===== config.mk =====
export PLATFORM = sky130hd
export DESIGN_NAME = bmp_pixel_stream_decoder
export DESIGN_NICKNAME = d
export VERILOG_FILES = /design/src/sv/bmpd_pkg.sv /design/src/sv/bmpd_res_fifo.sv /design/src/sv/bmp_pixel_stream_decoder.sv
export SDC_FILE = /design/constraint.sdc
export NUM_CORES = 1
export LEC_CHECK = 0
export BUFFER_PORTS_ARGS = -buffer_cell sky130_fd_sc_hd__buf_2
export CAP_MARGIN = 20
export CORE_ASPECT_RATIO = 1.75
export CORE_UTILIZATION = 65
export DETAILED_ROUTE_END_ITERATION = 8
export PLACE_DENSITY = 0.9
export SETUP_SLACK_MARGIN = 0.15
export SYNTH_ARGS = -nofsm -noshare
export SYNTH_HDL_FRONTEND = slang
export SYNTH_SLANG_ARGS = --single-unit

===== constraint.sdc =====
create_clock -name clk -period 14 [get_ports clk]
set_input_delay 2.8 -clock clk [delete_from_list [all_inputs] [get_ports clk]]
set_output_delay 2.8 -clock clk [all_outputs]
set_load 0.02 [all_outputs]

===== src/sv/bmpd_pkg.sv =====
// shared types, constants and helpers for the bmp pixel stream decoder
`default_nettype none
package bmpd_pkg;

  localparam int unsigned DEF_MAX_WIDTH  = 4096;
  localparam int unsigned DEF_MAX_HEIGHT = 4096;

  // header layout, byte positions in the file
  localparam logic [5:0] OFS_POS      = 6'd10;
  localparam logic [5:0] WID_POS      = 6'd18;
  localparam logic [5:0] HGT_POS      = 6'd22;
  localparam logic [5:0] BPP_POS      = 6'd28;
  localparam logic [5:0] CMP_POS      = 6'd30;
  localparam logic [5:0] LAST_HDR_POS = 6'd53;
  localparam logic [31:0] HDR_LEN     = 32'd54;

  localparam logic [7:0] MAGIC_B = 8'h42;
  localparam logic [7:0] MAGIC_M = 8'h4D;

  localparam logic [15:0] BPP_24 = 16'd24;
  localparam logic [15:0] BPP_32 = 16'd32;

  localparam int unsigned RES_DEPTH = 4;

  typedef enum logic [2:0] {
    ST_PIXEL       = 3'd0,
    ST_COMPLETE    = 3'd1,
    ST_MAGIC       = 3'd2,
    ST_UNSUPPORTED = 3'd3,
    ST_OFFSET      = 3'd4,
    ST_TRUNCATED   = 3'd5
  } status_t;

  typedef struct packed {
    status_t     status;
    logic [7:0]  red;
    logic [7:0]  green;
    logic [7:0]  blue;
    logic [11:0] column;
    logic [11:0] pix_row;
    logic [12:0] image_width;
    logic [12:0] image_height;
    logic        last_of_run;
  } result_t;

  function automatic result_t mk_res(status_t st, logic [7:0] r, logic [7:0] g,
                                     logic [7:0] b, logic [11:0] col,
                                     logic [11:0] row, logic [12:0] w,
                                     logic [12:0] h);
    result_t res;
    res.status       = st;
    res.red          = r;
    res.green        = g;
    res.blue         = b;
    res.column       = col;
    res.pix_row      = row;
    res.image_width  = w;
    res.image_height = h;
    res.last_of_run  = 1'b0;
    return res;
  endfunction

endpackage
`default_nettype wire


===== src/sv/bmpd_res_fifo.sv =====
// result queue: takes up to two results a cycle, hands out one a cycle while out_ready is high
`default_nettype none
module bmpd_res_fifo
  import bmpd_pkg::*;
(
  input  wire logic    clk,
  input  wire logic    rst_n,
  input  wire logic    push0,
  input  wire logic    push1,
  input  wire result_t din0,
  input  wire result_t din1,
  output logic         space2,
  output logic         out_valid,
  input  wire logic    out_ready,
  output result_t      dout
);

  localparam int unsigned PW = $clog2(RES_DEPTH);
  localparam int unsigned CW = $clog2(RES_DEPTH + 1);

  result_t mem [RES_DEPTH];
  logic [PW-1:0] wr_ptr_r, wr_ptr_nxt, rd_ptr_r, rd_ptr_nxt;
  logic [CW-1:0] cnt_r, cnt_nxt;
  logic          pop;
  logic [1:0]    n_push;

  assign pop       = out_valid && out_ready;
  assign out_valid = cnt_r != '0;
  assign dout      = mem[rd_ptr_r];
  assign space2    = cnt_r <= CW'(RES_DEPTH - 2);
  assign n_push    = {1'b0, push0} + {1'b0, push1};

  always_comb begin
    wr_ptr_nxt = wr_ptr_r + PW'(n_push);
    rd_ptr_nxt = rd_ptr_r + PW'(pop);
    cnt_nxt    = cnt_r + CW'(n_push) - CW'(pop);
  end

  always_ff @(posedge clk) begin
    if (!rst_n) begin
      wr_ptr_r <= '0;
      rd_ptr_r <= '0;
      cnt_r    <= '0;
    end else begin
      wr_ptr_r <= wr_ptr_nxt;
      rd_ptr_r <= rd_ptr_nxt;
      cnt_r    <= cnt_nxt;
    end
  end

  always_ff @(posedge clk) begin
    if (push0) begin
      mem[wr_ptr_r] <= din0;
    end
    if (push1) begin
      mem[wr_ptr_r + PW'(1)] <= din1;
    end
  end

endmodule
`default_nettype wire


===== src/sv/bmp_pixel_stream_decoder.sv =====
// bmp decoder: one file byte per beat in, rgb pixels and status beats out
// results of an accepted byte are registered in the result queue and can reach the output in the following cycle
// throughput: one byte per cycle while the result queue has room for two results;
// a byte with two results is absorbed by the four-entry result queue
// reset: synchronous active-low rst_n returns to awaiting header and empties
// the queue; every end_of_file byte also re-arms the decoder
`default_nettype none
module bmp_pixel_stream_decoder
  import bmpd_pkg::*;
#(
  parameter int unsigned MAX_WIDTH  = DEF_MAX_WIDTH,
  parameter int unsigned MAX_HEIGHT = DEF_MAX_HEIGHT
) (
  input  wire logic        clk,
  input  wire logic        rst_n,
  input  wire logic        in_valid,
  output logic             in_ready,
  input  wire logic [7:0]  in_data_byte,
  input  wire logic        in_end_of_file,
  output logic             out_valid,
  input  wire logic        out_ready,
  output logic [2:0]       out_status,
  output logic [7:0]       out_red,
  output logic [7:0]       out_green,
  output logic [7:0]       out_blue,
  output logic [11:0]      out_column,
  output logic [11:0]      out_pix_row,
  output logic [12:0]      out_image_width,
  output logic [12:0]      out_image_height,
  output logic             out_last_of_run
);

  localparam int unsigned WW = $clog2(MAX_WIDTH + 1);
  localparam int unsigned HW = $clog2(MAX_HEIGHT + 1);
  localparam int unsigned RW = $clog2(4 * MAX_WIDTH + 1);

  localparam logic [1:0] LANE_RED   = 2'd2;
  localparam logic [1:0] LANE_ALPHA = 2'd3;

  typedef enum logic [4:0] {
    PH_HEADER = 5'b00001,
    PH_SKIP   = 5'b00010,
    PH_PIXELS = 5'b00100,
    PH_DONE   = 5'b01000,
    PH_FAILED = 5'b10000
  } phase_t;

  phase_t phase_r, phase_nxt;
  logic [31:0]   pos_r, pos_nxt;
  logic [31:0]   ofs_r, ofs_nxt, wid_r, wid_nxt, hgt_r, hgt_nxt, cmp_r, cmp_nxt;
  logic [15:0]   bpp_r, bpp_nxt;
  logic [7:0]    blue_r, blue_nxt, green_r, green_nxt;
  logic [RW-1:0] bir_r, bir_nxt;
  logic [1:0]    bip_r, bip_nxt;
  logic [WW-1:0] col_r, col_nxt;
  logic [HW-1:0] rc_r, rc_nxt;

  // header figures worked out ahead of the last header byte
  logic          hdr_ok_r, top_r, ofs_small_r, ofs_exact_r, wide_px_r;
  logic [HW-1:0] abs_h_r;
  logic [RW-1:0] pix_bytes_r, row_len_r;

  logic [31:0]   abs_full;
  logic [WW-1:0] w_n;
  logic [RW:0]   pix_sum, row_sum;

  logic          acc_beat;
  logic [5:0]    pos6;
  logic [1:0]    lane;
  logic [RW:0]   bir_inc;
  logic [HW:0]   rc_inc;
  logic          in_px, row_end, last_row, bip_last;
  logic [HW-1:0] dest;
  logic [31:0]   col32, row32, h32;
  logic [12:0]   w13, h13;
  logic          a_vld, b_vld, push0, push1, space2;
  result_t       res_a, res_b, din0, din1, dout;

  assign acc_beat = in_valid && in_ready;
  assign in_ready = space2;

  always_comb begin
    abs_full = hgt_r[31] ? (32'd0 - hgt_r) : hgt_r;
    w_n      = wid_r[WW-1:0];
    if (bpp_r == BPP_32) begin
      pix_sum = (RW+1)'({w_n, 2'b00});
    end else begin
      pix_sum = (RW+1)'({w_n, 1'b0}) + (RW+1)'(w_n);
    end
    row_sum = pix_sum + (RW+1)'(3);
  end

  always_ff @(posedge clk) begin
    hdr_ok_r    <= cmp_r == 32'd0 && (bpp_r == BPP_24 || bpp_r == BPP_32) &&
                   wid_r != 32'd0 && !wid_r[31] && wid_r <= 32'(MAX_WIDTH) &&
                   abs_full != 32'd0 && abs_full <= 32'(MAX_HEIGHT);
    top_r       <= hgt_r[31];
    ofs_small_r <= ofs_r < HDR_LEN;
    ofs_exact_r <= ofs_r == HDR_LEN;
    wide_px_r   <= bpp_r == BPP_32;
    abs_h_r     <= abs_full[HW-1:0];
    pix_bytes_r <= pix_sum[RW-1:0];
    row_len_r   <= {row_sum[RW-1:2], 2'b00};
  end

  always_comb begin
    pos6     = pos_r[5:0];
    bir_inc  = {1'b0, bir_r} + (RW+1)'(1);
    rc_inc   = {1'b0, rc_r} + (HW+1)'(1);
    in_px    = bir_r < pix_bytes_r;
    row_end  = bir_inc >= {1'b0, row_len_r};
    last_row = rc_inc >= {1'b0, abs_h_r};
    bip_last = wide_px_r ? (bip_r == LANE_ALPHA) : (bip_r == LANE_RED);
    dest     = top_r ? rc_r : (abs_h_r - HW'(1) - rc_r);
    col32    = 32'(col_r);
    row32    = 32'(dest);
    h32      = 32'(abs_h_r);
    w13      = wid_r[12:0];
    h13      = h32[12:0];
    lane     = 2'b00;
  
    phase_nxt = phase_r;
    pos_nxt   = pos_r;
    ofs_nxt   = ofs_r;
    wid_nxt   = wid_r;
    hgt_nxt   = hgt_r;
    cmp_nxt   = cmp_r;
    bpp_nxt   = bpp_r;
    blue_nxt  = blue_r;
    green_nxt = green_r;
    bir_nxt   = bir_r;
    bip_nxt   = bip_r;
    col_nxt   = col_r;
    rc_nxt    = rc_r;
    a_vld     = 1'b0;
    b_vld     = 1'b0;
    res_a     = mk_res(ST_PIXEL, '0, '0, '0, '0, '0, '0, '0);
    res_b     = mk_res(ST_PIXEL, '0, '0, '0, '0, '0, '0, '0);

    unique case (phase_r)
      PH_HEADER: begin
        if ((pos6 == 6'd0 && in_data_byte != MAGIC_B) ||
            (pos6 == 6'd1 && in_data_byte != MAGIC_M)) begin
          a_vld     = 1'b1;
          res_a     = mk_res(ST_MAGIC, '0, '0, '0, '0, '0, '0, '0);
          phase_nxt = PH_FAILED;
        end else begin
          pos_nxt = pos_r + 32'd1;
          if (pos6 >= OFS_POS && pos6 < OFS_POS + 6'd4) begin
            lane = 2'(pos6 - OFS_POS);
            ofs_nxt[{lane, 3'b000} +: 8] = in_data_byte;
          end else if (pos6 >= WID_POS && pos6 < WID_POS + 6'd4) begin
            lane = 2'(pos6 - WID_POS);
            wid_nxt[{lane, 3'b000} +: 8] = in_data_byte;
          end else if (pos6 >= HGT_POS && pos6 < HGT_POS + 6'd4) begin
            lane = 2'(pos6 - HGT_POS);
            hgt_nxt[{lane, 3'b000} +: 8] = in_data_byte;
          end else if (pos6 >= BPP_POS && pos6 < BPP_POS + 6'd2) begin
            lane = 2'(pos6 - BPP_POS);
            bpp_nxt[{lane[0], 3'b000} +: 8] = in_data_byte;
          end else if (pos6 >= CMP_POS && pos6 < CMP_POS + 6'd4) begin
            lane = 2'(pos6 - CMP_POS);
            cmp_nxt[{lane, 3'b000} +: 8] = in_data_byte;
          end
          if (pos6 == LAST_HDR_POS) begin
            priority if (!hdr_ok_r) begin
              a_vld     = 1'b1;
              res_a     = mk_res(ST_UNSUPPORTED, '0, '0, '0, '0, '0, '0, '0);
              phase_nxt = PH_FAILED;
            end else if (ofs_small_r) begin
              a_vld     = 1'b1;
              res_a     = mk_res(ST_OFFSET, '0, '0, '0, '0, '0, '0, '0);
              phase_nxt = PH_FAILED;
            end else begin
              bir_nxt   = '0;
              bip_nxt   = '0;
              col_nxt   = '0;
              rc_nxt    = '0;
              phase_nxt = ofs_exact_r ? PH_PIXELS : PH_SKIP;
            end
          end
        end
      end
      PH_SKIP: begin
        pos_nxt = pos_r + 32'd1;
        if (pos_nxt >= ofs_r) begin
          phase_nxt = PH_PIXELS;
        end
      end
      PH_PIXELS: begin
        if (in_px) begin
          unique case (bip_r)
            2'd0: blue_nxt = in_data_byte;
            2'd1: green_nxt = in_data_byte;
            LANE_RED: begin
              a_vld   = 1'b1;
              res_a   = mk_res(ST_PIXEL, in_data_byte, green_r, blue_r,
                               col32[11:0], row32[11:0], w13, h13);
              col_nxt = col_r + WW'(1);
            end
            default: ;
          endcase
          bip_nxt = bip_last ? 2'd0 : bip_r + 2'd1;
        end
        bir_nxt = bir_inc[RW-1:0];
        if (row_end) begin
          bir_nxt = '0;
          bip_nxt = '0;
          col_nxt = '0;
          rc_nxt  = rc_inc[HW-1:0];
          if (last_row) begin
            phase_nxt = PH_DONE;
            b_vld     = 1'b1;
            res_b     = mk_res(ST_COMPLETE, '0, '0, '0, '0, '0, w13, h13);
          end
        end
      end
      PH_DONE, PH_FAILED: ;
      default: ;
    endcase

    if (in_end_of_file) begin
      if (phase_nxt == PH_HEADER || phase_nxt == PH_SKIP ||
          phase_nxt == PH_PIXELS) begin
        b_vld = 1'b1;
        if (phase_nxt == PH_HEADER) begin
          res_b = mk_res(ST_TRUNCATED, '0, '0, '0, '0, '0, '0, '0);
        end else begin
          res_b = mk_res(ST_TRUNCATED, '0, '0, '0, '0, '0, w13, h13);
        end
      end
      phase_nxt = PH_HEADER;
      pos_nxt   = '0;
      ofs_nxt   = '0;
      wid_nxt   = '0;
      hgt_nxt   = '0;
      cmp_nxt   = '0;
      bpp_nxt   = '0;
      bir_nxt   = '0;
      bip_nxt   = '0;
      col_nxt   = '0;
      rc_nxt    = '0;
    end
  end

  // pack the two possible results into queue order and mark the last one
  always_comb begin
    if (a_vld) begin
      din0  = res_a;
      din1  = res_b;
      push0 = acc_beat;
      push1 = acc_beat && b_vld;
      din0.last_of_run = !b_vld;
      din1.last_of_run = 1'b1;
    end else begin
      din0  = res_b;
      din1  = res_b;
      push0 = acc_beat && b_vld;
      push1 = 1'b0;
      din0.last_of_run = 1'b1;
    end
  end

  always_ff @(posedge clk) begin
    if (!rst_n) begin
      phase_r <= PH_HEADER;
      pos_r   <= '0;
      bir_r   <= '0;
      bip_r   <= '0;
      col_r   <= '0;
      rc_r    <= '0;
    end else if (acc_beat) begin
      phase_r <= phase_nxt;
      pos_r   <= pos_nxt;
      bir_r   <= bir_nxt;
      bip_r   <= bip_nxt;
      col_r   <= col_nxt;
      rc_r    <= rc_nxt;
    end
  end

  always_ff @(posedge clk) begin
    if (acc_beat) begin
      ofs_r   <= ofs_nxt;
      wid_r   <= wid_nxt;
      hgt_r   <= hgt_nxt;
      cmp_r   <= cmp_nxt;
      bpp_r   <= bpp_nxt;
      blue_r  <= blue_nxt;
      green_r <= green_nxt;
    end
  end

  bmpd_res_fifo u_res_fifo (
    .clk       (clk),
    .rst_n     (rst_n),
    .push0     (push0),
    .push1     (push1),
    .din0      (din0),
    .din1      (din1),
    .space2    (space2),
    .out_valid (out_valid),
    .out_ready (out_ready),
    .dout      (dout)
  );

  assign out_status       = 3'(dout.status);
  assign out_red          = dout.red;
  assign out_green        = dout.green;
  assign out_blue         = dout.blue;
  assign out_column       = dout.column;
  assign out_pix_row      = dout.pix_row;
  assign out_image_width  = dout.image_width;
  assign out_image_height = dout.image_height;
  assign out_last_of_run  = dout.last_of_run;

endmodule
`default_nettype wire


==> metrics.cfg <==
[synthesis]
synth-seq-cells=604
synthesis.instances=2833
yosysSeqAreaShare_pct=49.5
syn-num-nets=2972
synth_ff_type=dfxtp_1
synth_edf_count=276
ys_warn_count=0
synth_top_area_share_pct=27.6
yosysTopAreaCell=edfxtp_1
synth_area_leaders=edfxtp_1 28%, dfxtp_1 22%, mux4_2 5.9%
synth_area_sq_um=30000
synthArstFlopShare_pct=0
synth.distinct_cells=85
synth.avg_cell_area_sq_um=10.6

[grt]
antenna_found_initial=1
grt_pass1_wl_um=128000
grt_max_degree=84
grt_usage_pct=34.9
grt_pass1_vias=23900
overflow=0

[sta]
fin_tns_setup_ns=0
fmax_mhz=138
rsz0062_at_grt=false
period_share_pct=51.8
final_critical_path_setup_slack_ns=6.75
fin_crit_ns=7.25
setup_viol=0
relSlewSlack_pct=22.3
slew_violations=0
final_hold_viol_count=0
fin_worst_skew_ns=0.0480
worstMarginPinSlew_ns=1.17

[die]
die_area_sq_um=47000
fp.coreArea_sq_um=45400
die_x_um=164
num_rows=103
io_pins=93
die_h_um=286
initial_core_util_pct=66.1

[setup_path]
required_ns=14.35
r2r_setup_slack_ns=7.20
crit_type=in2reg
end_kind=flop
r2r-end=u_res_fifo.mem[3][18]
cp-start-kind=primary input
path_max_fanout=76
crit_start=in_data_byte[4]
crit_arrival_ns=7.60
reg2reg_depth=20
worstSetupEndpoint=u_res_fifo.mem[3][18]
rr_startpoint=bir_r[1]

[routing]
viasPerCell=6.79
met2WireLength_um=42000
vias=23500
ant_nets=0
drc_errors=0
highest_layer=met4
dr.pass1.iters=6
wl_met1_um=27100
wl_per_cell_um=23.5
postRouteWirelength_um=81300
wl_met3_um=6080
drtIter0Drc=2500

[place]
gp_congestion=0.955
hpwl_um=53400
place_ws_ns=6.22
port_buffers=92

[finish]
syn2layout_area_growth_pct=8.99
final_common_cell=dfxtp_1
final.fill_count=2940
regArea_sq_um=14900
drive_gt1_share_pct=12.5
multiInputGateArea_sq_um=14000
layout_common_cells=326 x dfxtp_1, 276 x edfxtp_1, 242 x a21oi_1
final_net_count=2978

[clock_tree]
numCtsBuffers=51
cts.htree.levels=2
cts.repair.resized=0
cts_tree=yes
cts-root-buf=clkbuf_16
path_clk_slew_ns=0.07
post-cts-setup-buffers=0
cts_hold_buf=0
clkLatencyLatePin_ns=0.62
clock_path_buffers=3
cts_sinks=604

[run]
drv_cap=0

[min_path]
hp-class=reg2reg

[status]
run_status=complete, no violations

[pwr]
ir_drop_uv=151
power_density_nw_per_um2=138
p_leak_nw=12.0

-- how the worst min path moves through the flow --
stage | depth (start not counted) | end | startpoint
after floorplan | 0 | abs_h_r[0] | hgt_r[0]
after global placement | 2 | u_res_fifo.mem[2][38] | u_res_fifo.mem[2][38]
after detailed placement | 1 | u_res_fifo.mem[0][47] | u_res_fifo.mem[0][47]
after CTS | 2 | u_res_fifo.mem[2][38] | u_res_fifo.mem[2][38]
after global routing | 1 | u_res_fifo.mem[1][61] | u_res_fifo.mem[1][61]
final | 2 | u_res_fifo.mem[2][38] | u_res_fifo.mem[2][38]
-- through the flow --
step	utilization [%]	instance area (sq um)	power (mW)	hold WS, ns	instances
global route	72.0	32700	4.63	0.481	3460
global placement	67.7	30700	2.86	0.436	3359
CTS	71.9	32600	4.48	0.453	3456
floorplan	-	30000	2.66	0.408	2833
finish	72.0	32700	4.50	0.455	3460
detailed placement	67.7	30700	2.90	0.442	3360
-- cell type report --
type	count	share of cell area, %
flip-flops and latches	604	45.5
clock buffers	68	4.42
multi-input cells	1932	42.8
diodes	1	0.00766
clock inverters	28	1.41
repair buffers	120	2.22
well taps	577	2.21
inverters	130	1.49
-- state kept, by name, indices dropped and copies added (netlist names), 8 cells and up --
register,count
wid_r,32
rc_r,13
blue_r,8
pos_r,32
ofs_r,32
abs_h_r,13
col_r,12
pix_bytes_r,15
bir_r,15
green_r,8
cmp_r,32
u_res_fifo.mem,312
row_len_r,13
bpp_r,16
hgt_r,32
-- kinds of logic (layout without fill, tap and decap cells) --
| kind of cell | Yosys count | after routing | synth area share [%] |
|---|---|---|---|
| buf+inv | 297 | 346 | 4.06 |
| simple gates | 911 | 911 | 16.2 |
| other cells | 0 | 1 | 0 |
| compound gates | 680 | 680 | 14.9 |
| mux | 101 | 101 | 6.69 |
| xor+xnor | 114 | 114 | 3.33 |
| flops | 604 | 604 | 49.5 |
| fa+ha+maj | 126 | 126 | 5.33 |
-- layer usage --
layer	track usage [%]	vias up
li1	-	10400
met1	37.8	11400
met2	61.7	1320
met3	5.04	375
met4	24.4	0
met5	0	-
-- where the power goes --
| group | internal (mW) | total [mW] | leakage [nW] | switching [mW] |
|---|---|---|---|---|
| clock | 0.925 | 1.61 | 0.927 | 0.683 |
| combinational | 0.290 | 0.828 | 5.70 | 0.538 |
| sequential | 1.97 | 2.06 | 5.40 | 0.0916 |
| total | 3.18 | 4.50 | 12.0 | 1.31 |
-- cell usage after synthesis, drive strengths merged, types with 11 or more instances --
| library cell | count |
|---|---|
| and3 | 31 |
| nor2 | 158 |
| o2bb2ai | 130 |
| ha | 123 |
| o21ai | 138 |
| buf | 52 |
| a21boi | 17 |
| nor4 | 35 |
| o31ai | 15 |
| xnor2 | 74 |
| inv | 130 |
| nand4 | 29 |
| mux2i | 17 |
| nand2b | 140 |
| edfxtp | 276 |
| or2 | 11 |
| and2 | 38 |
| nand2 | 178 |
| nand3 | 116 |
| xor2 | 40 |
| nor3b | 18 |
| a211oi | 16 |
| mux4 | 78 |
| a22o | 27 |
| nor2b | 39 |
| dfxtp | 328 |
| a21oi | 244 |
| clkbuf | 115 |
| nor3 | 83 |
| a21o | 15 |
-- worst max-delay path: stages --
cell and delay [ns]:
buf_2 0.17, or4b_1 0.55, o21ai_0 0.18, a21oi_1 0.17, o21ai_1 0.29, nand2b_1 0.19, o31ai_4 0.40, or2_2 0.90
and2_4 1.07, inv_1 0.51, buf_16 0.31
Note: power is estimated with default switching activity, not from simulation.
